<file path="config.mk">
export PLATFORM = sky130hd
export DESIGN_NAME = url_percent_codec
export DESIGN_NICKNAME = d
export VERILOG_FILES = /design/src/sv/upc_pkg.sv /design/src/sv/upc_translate.sv /design/src/sv/url_percent_codec.sv
export SDC_FILE = /design/constraint.sdc
export NUM_CORES = 1
export LEC_CHECK = 0
export BUFFER_PORTS_ARGS = -buffer_cell sky130_fd_sc_hd__buf_2
export CORE_MARGIN = 2
export CORE_UTILIZATION = 43
export CTS_BUF_LIST = sky130_fd_sc_hd__clkbuf_4
export DETAILED_ROUTE_END_ITERATION = 8
export GPL_TIMING_DRIVEN = 0
export PLACE_DENSITY = 0.61
export SLEW_MARGIN = 20
export SYNTH_ARGS = -nofsm -noshare
export SYNTH_HDL_FRONTEND = slang
export SYNTH_HIERARCHICAL = 1
export SYNTH_SLANG_ARGS = --single-unit
</file>
<file path="constraint.sdc">
create_clock -name clock -period 15.25 [get_ports clock]
set_input_delay 3.8125 -clock clock [delete_from_list [all_inputs] [get_ports clock]]
set_output_delay 3.8125 -clock clock [all_outputs]
set_load 0.01 [all_outputs]
</file>
<file path="src/sv/upc_pkg.sv">
// ----------------------------------------------------------------------------
// upc_pkg
// Shared types, character codes and helper functions for the URL percent
// codec: hex digit tests, safe-set tests and the translate result record.
// ----------------------------------------------------------------------------
package upc_pkg;

   typedef enum logic [1:0] {
      CLASS_LOGIN     = 2'd0,
      CLASS_PATH      = 2'd1,
      CLASS_PARAMETER = 2'd2,
      CLASS_QUERY     = 2'd3
   } class_type;

   localparam logic REG_ENCODE_MODE     = 1'b0;
   localparam logic REG_COMPONENT_CLASS = 1'b1;

   localparam logic [1:0] PEND_NONE    = 2'd0;
   localparam logic [1:0] PEND_PERCENT = 2'd1;
   localparam logic [1:0] PEND_DIGIT   = 2'd2;

   localparam logic [7:0] CH_PERCENT = 8'h25;
   localparam logic [7:0] CH_PLUS    = 8'h2B;
   localparam logic [7:0] CH_SPACE   = 8'h20;
   localparam logic [7:0] CH_0       = 8'h30;
   localparam logic [7:0] CH_9       = 8'h39;
   localparam logic [7:0] CH_UA      = 8'h41;
   localparam logic [7:0] CH_UF      = 8'h46;
   localparam logic [7:0] CH_UZ      = 8'h5A;
   localparam logic [7:0] CH_LA      = 8'h61;
   localparam logic [7:0] CH_LF      = 8'h66;
   localparam logic [7:0] CH_LZ      = 8'h7A;
   localparam logic [7:0] CH_MINUS   = 8'h2D;
   localparam logic [7:0] CH_UNDER   = 8'h5F;
   localparam logic [7:0] CH_DOT     = 8'h2E;
   localparam logic [7:0] CH_BANG    = 8'h21;
   localparam logic [7:0] CH_TILDE   = 8'h7E;
   localparam logic [7:0] CH_STAR    = 8'h2A;
   localparam logic [7:0] CH_QUOTE   = 8'h27;
   localparam logic [7:0] CH_LPAREN  = 8'h28;
   localparam logic [7:0] CH_RPAREN  = 8'h29;
   localparam logic [7:0] CH_SEMI    = 8'h3B;
   localparam logic [7:0] CH_AMP     = 8'h26;
   localparam logic [7:0] CH_EQUAL   = 8'h3D;
   localparam logic [7:0] CH_DOLLAR  = 8'h24;
   localparam logic [7:0] CH_COMMA   = 8'h2C;
   localparam logic [7:0] CH_COLON   = 8'h3A;
   localparam logic [7:0] CH_AT      = 8'h40;
   localparam logic [7:0] CH_BAR     = 8'h7C;

   typedef struct packed {
      logic [2:0][7:0] bytes;
      logic [1:0]      count;
      logic            last;
      logic [1:0]      next_pending;
      logic [7:0]      next_digit;
   } result_type;

   function automatic logic is_hex(input logic [7:0] c);
      return (c >= CH_0 && c <= CH_9) || (c >= CH_UA && c <= CH_UF) ||
             (c >= CH_LA && c <= CH_LF);
   endfunction

   function automatic logic [3:0] hex_value(input logic [7:0] c);
      logic [7:0] v;
      if (c >= CH_0 && c <= CH_9) begin
         v = c - CH_0;
      end else if (c >= CH_LA && c <= CH_LF) begin
         v = c - CH_LA + 8'd10;
      end else begin
         v = c - CH_UA + 8'd10;
      end
      return v[3:0];
   endfunction

   function automatic logic [7:0] hex_char(input logic [3:0] nib);
      if (nib < 4'd10) begin
         return CH_0 + {4'd0, nib};
      end
      return CH_UA + {4'd0, nib} - 8'd10;
   endfunction

   function automatic logic is_safe(input logic [7:0] c, input class_type cls);
      logic base;
      logic extra;
      base = (c >= CH_LA && c <= CH_LZ) || (c >= CH_UA && c <= CH_UZ) ||
             (c >= CH_0 && c <= CH_9) || c == CH_MINUS || c == CH_UNDER ||
             c == CH_DOT || c == CH_BANG || c == CH_TILDE || c == CH_STAR ||
             c == CH_QUOTE || c == CH_LPAREN || c == CH_RPAREN;
      unique case (cls)
         CLASS_LOGIN: begin
            extra = c == CH_SEMI || c == CH_AMP || c == CH_EQUAL ||
                    c == CH_PLUS || c == CH_DOLLAR || c == CH_COMMA;
         end
         CLASS_PATH: begin
            extra = c == CH_COLON || c == CH_AT || c == CH_AMP || c == CH_EQUAL ||
                    c == CH_PLUS || c == CH_DOLLAR || c == CH_COMMA || c == CH_BAR;
         end
         CLASS_PARAMETER: begin
            extra = c == CH_COLON || c == CH_AMP || c == CH_PLUS || c == CH_DOLLAR;
         end
         default: begin
            extra = 1'b0;
         end
      endcase
      return base || extra;
   endfunction

endpackage

</file>
<file path="src/sv/upc_translate.sv">
// ----------------------------------------------------------------------------
// upc_translate
// Translates one input byte against the held escape state into zero to three
// output bytes, and computes the escape state that follows it.
// ----------------------------------------------------------------------------
module upc_translate
   import upc_pkg::*;
(
   input  logic       encode_mode,
   input  class_type  component_class,
   input  logic [1:0] pending,
   input  logic [7:0] pending_digit,
   input  logic [7:0] in_byte,
   input  logic       in_last,
   output result_type result
);

   logic [2:0][7:0] o;
   logic [1:0]      n;
   logic [1:0]      np;
   logic [7:0]      nd;
   logic            do_fresh;
   logic            b_hex;

   assign b_hex = is_hex(in_byte);

   always_comb begin
      o        = '0;
      n        = 2'd0;
      np       = PEND_NONE;
      nd       = pending_digit;
      do_fresh = 1'b0;
      if (encode_mode) begin
         nd = 8'd0;
         if (is_safe(in_byte, component_class)) begin
            o[0] = in_byte;
            n    = 2'd1;
         end else begin
            o[0] = CH_PERCENT;
            o[1] = hex_char(in_byte[7:4]);
            o[2] = hex_char(in_byte[3:0]);
            n    = 2'd3;
         end
      end else begin
         unique case (pending)
            PEND_PERCENT: begin
               if (b_hex) begin
                  nd = in_byte;
                  np = PEND_DIGIT;
               end else begin
                  o[n]     = CH_PERCENT;
                  n        = n + 2'd1;
                  do_fresh = 1'b1;
               end
            end
            PEND_DIGIT: begin
               if (b_hex) begin
                  o[n] = {hex_value(pending_digit), hex_value(in_byte)};
                  n    = n + 2'd1;
               end else begin
                  o[n]     = CH_PERCENT;
                  n        = n + 2'd1;
                  o[n]     = pending_digit;
                  n        = n + 2'd1;
                  do_fresh = 1'b1;
               end
            end
            default: begin
               do_fresh = 1'b1;
            end
         endcase
         if (do_fresh) begin
            if (in_byte == CH_PERCENT) begin
               np = PEND_PERCENT;
            end else begin
               o[n] = (in_byte == CH_PLUS && component_class == CLASS_QUERY) ?
                      CH_SPACE : in_byte;
               n    = n + 2'd1;
            end
         end
         if (in_last) begin
            if (np != PEND_NONE) begin
               o[n] = CH_PERCENT;
               n    = n + 2'd1;
            end
            if (np == PEND_DIGIT) begin
               o[n] = nd;
               n    = n + 2'd1;
            end
            np = PEND_NONE;
         end
      end
   end

   assign result.bytes        = o;
   assign result.count        = n;
   assign result.last         = in_last;
   assign result.next_pending = np;
   assign result.next_digit   = nd;

endmodule

</file>
<file path="src/sv/url_percent_codec.sv">
// ----------------------------------------------------------------------------
// url_percent_codec
// Streaming URL percent-escape encoder and decoder.
//
// Input bytes arrive on the req_ stream, req_tlast on the final byte of a
// component string. Translated bytes leave on the rsp_ stream, rsp_tlast on
// the final output byte of the string. The csr_ port selects encode or
// decode and the component class; the user must write it only while the
// block idles, and the block itself does not enforce this. Each accepted
// beat is translated in the cycle it is accepted and loads a three-byte
// output buffer, so the first result beat is valid in the next cycle. The
// buffer drains one beat per cycle while the receiver is ready, giving zero
// to three bytes per input beat on the single rsp_ channel; a beat that
// produces nothing, such as a held escape, leaves the buffer empty. A new
// input beat is taken while the last buffered byte is being taken.
// When the receiver stalls, the buffer holds its bytes and req_tready stays
// low until the final buffered byte is being taken. Reset empties the
// buffer, clears any held partial escape, and sets decode mode with the query class.
// ----------------------------------------------------------------------------
module url_percent_codec
   import upc_pkg::*;
(
   input  logic       clock,
   input  logic       reset,
   input  logic       req_tvalid,
   output logic       req_tready,
   input  logic [7:0] req_tdata,   // in_byte [7:0]
   input  logic       req_tlast,
   output logic       rsp_tvalid,
   input  logic       rsp_tready,
   output logic [7:0] rsp_tdata,   // out_byte [7:0]
   output logic       rsp_tlast,
   input  logic       csr_we,
   input  logic       csr_index,
   input  logic [1:0] csr_wdata
);

   logic            mode_ff;
   class_type       class_ff;
   logic [1:0]      pending_ff, pending_in;
   logic [7:0]      digit_ff, digit_in;
   logic [2:0][7:0] buf_ff, buf_in;
   logic [1:0]      rem_ff, rem_in;
   logic            last_ff, last_in;
   logic            req_acc;
   logic            rsp_acc;
   result_type      result;

   upc_translate u_translate (
      .encode_mode     (mode_ff),
      .component_class (class_ff),
      .pending         (pending_ff),
      .pending_digit   (digit_ff),
      .in_byte         (req_tdata),
      .in_last         (req_tlast),
      .result          (result)
   );

   assign rsp_tvalid = rem_ff != 2'd0;
   assign rsp_tdata  = buf_ff[0];
   assign rsp_tlast  = last_ff && rem_ff == 2'd1;
   assign rsp_acc    = rsp_tvalid && rsp_tready;
   assign req_tready = rem_ff == 2'd0 || (rem_ff == 2'd1 && rsp_tready);
   assign req_acc    = req_tvalid && req_tready;

   always_comb begin
      pending_in = pending_ff;
      digit_in   = digit_ff;
      buf_in     = buf_ff;
      rem_in     = rem_ff;
      last_in    = last_ff;
      if (req_acc) begin
         pending_in = result.next_pending;
         digit_in   = result.next_digit;
         buf_in     = result.bytes;
         rem_in     = result.count;
         last_in    = result.last;
      end else if (rsp_acc) begin
         buf_in = {8'd0, buf_ff[2], buf_ff[1]};
         rem_in = rem_ff - 2'd1;
      end
   end

   always_ff @(posedge clock) begin
      if (reset) begin
         mode_ff    <= 1'b0;
         class_ff   <= CLASS_QUERY;
         pending_ff <= PEND_NONE;
         digit_ff   <= 8'd0;
         rem_ff     <= 2'd0;
      end else begin
         if (csr_we) begin
            unique case (csr_index)
               REG_ENCODE_MODE: begin
                  mode_ff <= csr_wdata[0];
               end
               REG_COMPONENT_CLASS: begin
                  class_ff <= class_type'(csr_wdata);
               end
               default: begin
               end
            endcase
         end
         pending_ff <= pending_in;
         digit_ff   <= digit_in;
         rem_ff     <= rem_in;
      end
   end

   always_ff @(posedge clock) begin
      buf_ff  <= buf_in;
      last_ff <= last_in;
   end

   a_result_shown: assert property (@(posedge clock) disable iff (reset)
      req_acc && result.count != 2'd0 |=> rsp_tvalid)
      else $error("accepted beat with results left no output pending");

   a_pending_code: assert property (@(posedge clock) disable iff (reset)
      pending_ff == PEND_NONE || pending_ff == PEND_PERCENT ||
      pending_ff == PEND_DIGIT)
      else $error("held escape count out of range");

   a_encode_clears: assert property (@(posedge clock) disable iff (reset)
      req_acc && mode_ff |=> pending_ff == PEND_NONE)
      else $error("encode beat left a partial escape held");

   a_last_clears: assert property (@(posedge clock) disable iff (reset)
      req_acc && req_tlast |=> pending_ff == PEND_NONE)
      else $error("final beat left a partial escape held");

endmodule

</file>
==> flow_metrics.py <==
metrics = {
    "outcome": {
        "status": "finished clean",
    },
    "routing": {
        "drcViolationCount": 0,
        "routed_via_density": 6.32,
        "top_layer_used": "met4",
        "wl_per_cell_um": 20.1,
        "vias": 4068,
        "route.met3.wl_mm": 1.07,
        "antenna_left": 0,
        "first_iter_violations": 462,
        "met2_length_mm": 5.78,
        "finalWirelength_mm": 13.0,
        "first_pass_iters": 5,
        "met1Wirelength_mm": 5.78,
    },
    "clocking": {
        "numCtsBuffers": 5,
        "clkSlewWorstSetupHoldPaths_ns": 0.14,
        "clock_latency_ns": 0.36,
        "clock-sinks": 40,
        "cts_root_buf": "clkbuf_4",
        "cts_resized": 0,
        "cts_tree": "built",
        "clock_path_buffers": 2,
        "postCtsSetupRepairBufs": 0,
        "h-tree-depth": 2,
        "holdBufCountCts": 0,
    },
    "sta": {
        "clock.fmax_ghz": 0.104,
        "fin_crit_ns": 9.58,
        "clock_skew_ns": 0.0102,
        "rsz0062_at_grt": "false",
        "worst_slack_ns": 5.67,
        "hold_violations": 0,
        "setup_viol": 0,
        "fin_crit_sh_pct": 62.8,
        "fin_tns_setup_ns": 0,
        "report.final.slew_viol_count": 0,
        "slew_headroom_pct": 36.5,
        "tightest_slew_ns": 0.951,
    },
    "global_route": {
        "antenna_found_initial": 0,
        "grt_pass1_vias": 3771,
        "grt-ovfl-total": 0,
        "grt_usage_pct": 26.0,
        "grt_pass1_wl_mm": 20.7,
        "grt_max_degree": 27,
    },
    "flow_run": {
        "maxCapViolCount": 0,
    },
    "setup_path": {
        "cp_data_arrival_time_ns": 9.71,
        "cp-endpoint": "rsp_tdata[5]$_DFFE_PP_",
        "path_class": "in -> reg",
        "r2r_slack_ns": 10.69,
        "endpoint_kind": "flip-flop",
        "startpoint": "req_tdata[1]",
        "cp.required_ns": 15.38,
        "reg2reg_depth": 18,
        "reg2reg_from": "pending_ff[0]$_SDFFE_PP0P_",
        "cp-start-kind": "primary input",
        "cp_max_fo": 10,
        "r2r-end": "rsp_tdata[5]$_DFFE_PP_",
    },
    "yosys": {
        "synth_edf_count": 25,
        "synth_largest_area_cell": "edfxtp_1",
        "synth-seq-cells": 40,
        "synth_area_leaders": "edfxtp_1 (19%), ha_1 (8.3%), dfxtp_1 (7.4%)",
        "synth_nets": 543,
        "synth_top_area_share_pct": 18.5,
        "yosysSeqAreaShare_pct": 26.0,
        "ys.flop_type": "edfxtp_1",
        "syn-cell-area_um2": 4050,
        "ys_warn_count": 6,
        "syn_inst": 499,
        "synth_cell_types": 75,
        "avgSynthCellArea_um2": 8.11,
        "synthArstFlopShare_pct": 0,
    },
    "die": {
        "boundaryPins": 28,
        "core-area_um2": 9200,
        "start_util_pct": 44.0,
        "die_x_um": 101,
        "die-area_um2": 10200,
        "rows": 35,
        "die_h_um": 101,
    },
    "power_and_ir_drop": {
        "p_leak_nw": 1.76,
        "powerDensity_nw_per_um2": 76.2,
        "vdd_drop_max_mv": 0.0454,
        "finalPower_mw": 0.337,
    },
    "placed_design": {
        "place.gp.congestion": 0.952,
        "dpl.hpwl_mm": 10.0,
        "port_buffers": 26,
        "dp_slack_ns": 5.37,
    },
    "finish": {
        "fin_nets": 576,
        "fill_cells": 920,
        "areaGrowthSynthToFinish_pct": 9.27,
        "diodes": 0,
        "drive_gt1_share_pct": 15.9,
    },
    "hold_path": {
        "hold_class": "reg -> reg",
    },
}
-- worst max-delay path, stage by stage --
cell and delay (ns):
buf_2 0.12, clkbuf_1 0.43, inv_1 0.23, ha_1 0.33
or4b_4 0.55, a311oi_4 0.39, o22a_1 0.24, buf_6 0.16
nand2_1 0.15, a21oi_2 0.40, ha_1 0.31, a21boi_0 0.31
ha_1 0.31, o21ai_0 0.07, nand3_1 0.15, ha_1 0.27
nor2_1 0.11, nor2_1 0.05, nor2_1 0.15, mux2i_1 0.21
a2111oi_0 0.49, a21oi_1 0.17, mux2_4 0.30
-- sequential cells by signal, indices dropped and copies added, names as in the netlist --
register / count
buf_ff: 16
digit_ff: 8
rsp_tdata: 8
class_ff: 2
pending_ff: 2
rem_ff: 2
last_ff: 1
mode_ff: 1
-- kinds of logic (layout without fill, tap and decap cells) --
family	Yosys count	after routing	share of synthesized area, %
AOI/OAI and AO/OA	156	156	26.7
xor gates and xnor gates	8	8	1.73
adders and majority gates	27	27	8.34
buffers and inverters	74	108	8.84
DFF	40	40	26.0
muxes	20	20	6.18
and+or+nand+nor	174	174	22.2
-- placed cells by master, fill, tap and decap left out, types with 5 or more instances in the layout --
cell and instances:
nor2b_1 8, nand2_1 52, clkbuf_1 23, nor2_1 25, dfxtp_1 15, o21ai_0 27, o21ai_1 8, nand4_1 5
and4_1 5, nand3_1 24, a32oi_1 6, nand2b_1 6, and3_1 16, ha_1 27, o211ai_1 8, mux2_2 8
inv_1 28, buf_2 31, mux2_4 8, a21oi_1 40, xnor2_1 6, a22oi_1 10, clkbuf_4 6, nor3_1 10
buf_4 11, edfxtp_1 25, nor3b_1 6
-- routing by layer --
| metal | GRT usage [%] | vias up |
|---|---|---|
| met5 | 0 | - |
| met4 | 8.11 | 0 |
| met3 | 3.54 | 24 |
| met2 | 40.5 | 190 |
| met1 | 37.3 | 1956 |
| li1 | - | 1898 |
-- Yosys cell counts (10+ instances only) --
cell type and number:
nor3_1 10, nor2_1 25, buf_4 11, and3_1 16, a21oi_1 40, nand3_1 24, nand2_1 52, inv_1 28
clkbuf_1 23, o21ai_0 27, dfxtp_1 15, edfxtp_1 25, a22oi_1 10, ha_1 27
-- metrics by stage --
stage / util (%) / area (um^2) / hold slack, ns / std cells
2_1_floorplan: - / 4050 / 0.452 / 499
6_report: 48.1 / 4420 / 0.505 / 644
4_1_cts: 48.1 / 4420 / 0.504 / 644
3_5_place_dp: 47.0 / 4320 / 0.485 / 636
5_1_grt: 48.1 / 4420 / 0.551 / 644
3_3_place_gp: 47.0 / 4320 / 0.480 / 636
-- cell type report --
type / instances / area [um^2] / share of cell area [%]
repair buffers: 26 / 130 / 2.94
clock inverters: 2 / 60.1 / 1.36
plain buffers: 45 / 249 / 5.63
clock buffers: 6 / 45.0 / 1.02
inverters: 29 / 109 / 2.46
flip-flops and latches: 40 / 1050 / 23.8
well taps: 111 / 139 / 3.14
multi-input cells: 385 / 2640 / 59.7
-- worst min-delay path by stage --
stage                           startpoint                endpoint  slack [ns]  depth (start not counted)
detailed placement  rem_ff[0]$_SDFFE_PP0P_  rem_ff[0]$_SDFFE_PP0P_        0.49                          2
finish              rem_ff[0]$_SDFFE_PP0P_  rem_ff[0]$_SDFFE_PP0P_        0.51                          2
CTS                 rem_ff[0]$_SDFFE_PP0P_  rem_ff[0]$_SDFFE_PP0P_        0.50                          2
global route        rem_ff[0]$_SDFFE_PP0P_  rem_ff[0]$_SDFFE_PP0P_        0.55                          2
floorplan           rem_ff[0]$_SDFFE_PP0P_  rem_ff[0]$_SDFFE_PP0P_        0.45                          2
global placement    rem_ff[0]$_SDFFE_PP0P_  rem_ff[0]$_SDFFE_PP0P_        0.48                          2
-- power breakdown --
part	switching, mW	internal [mW]	leakage [nW]
clock network	0.0394	0.0530	0.0559
logic	0.0610	0.0438	1.33
registers	0.00452	0.135	0.375
total	0.105	0.232	1.76
Note: power is estimated with default switching activity, not from simulation.
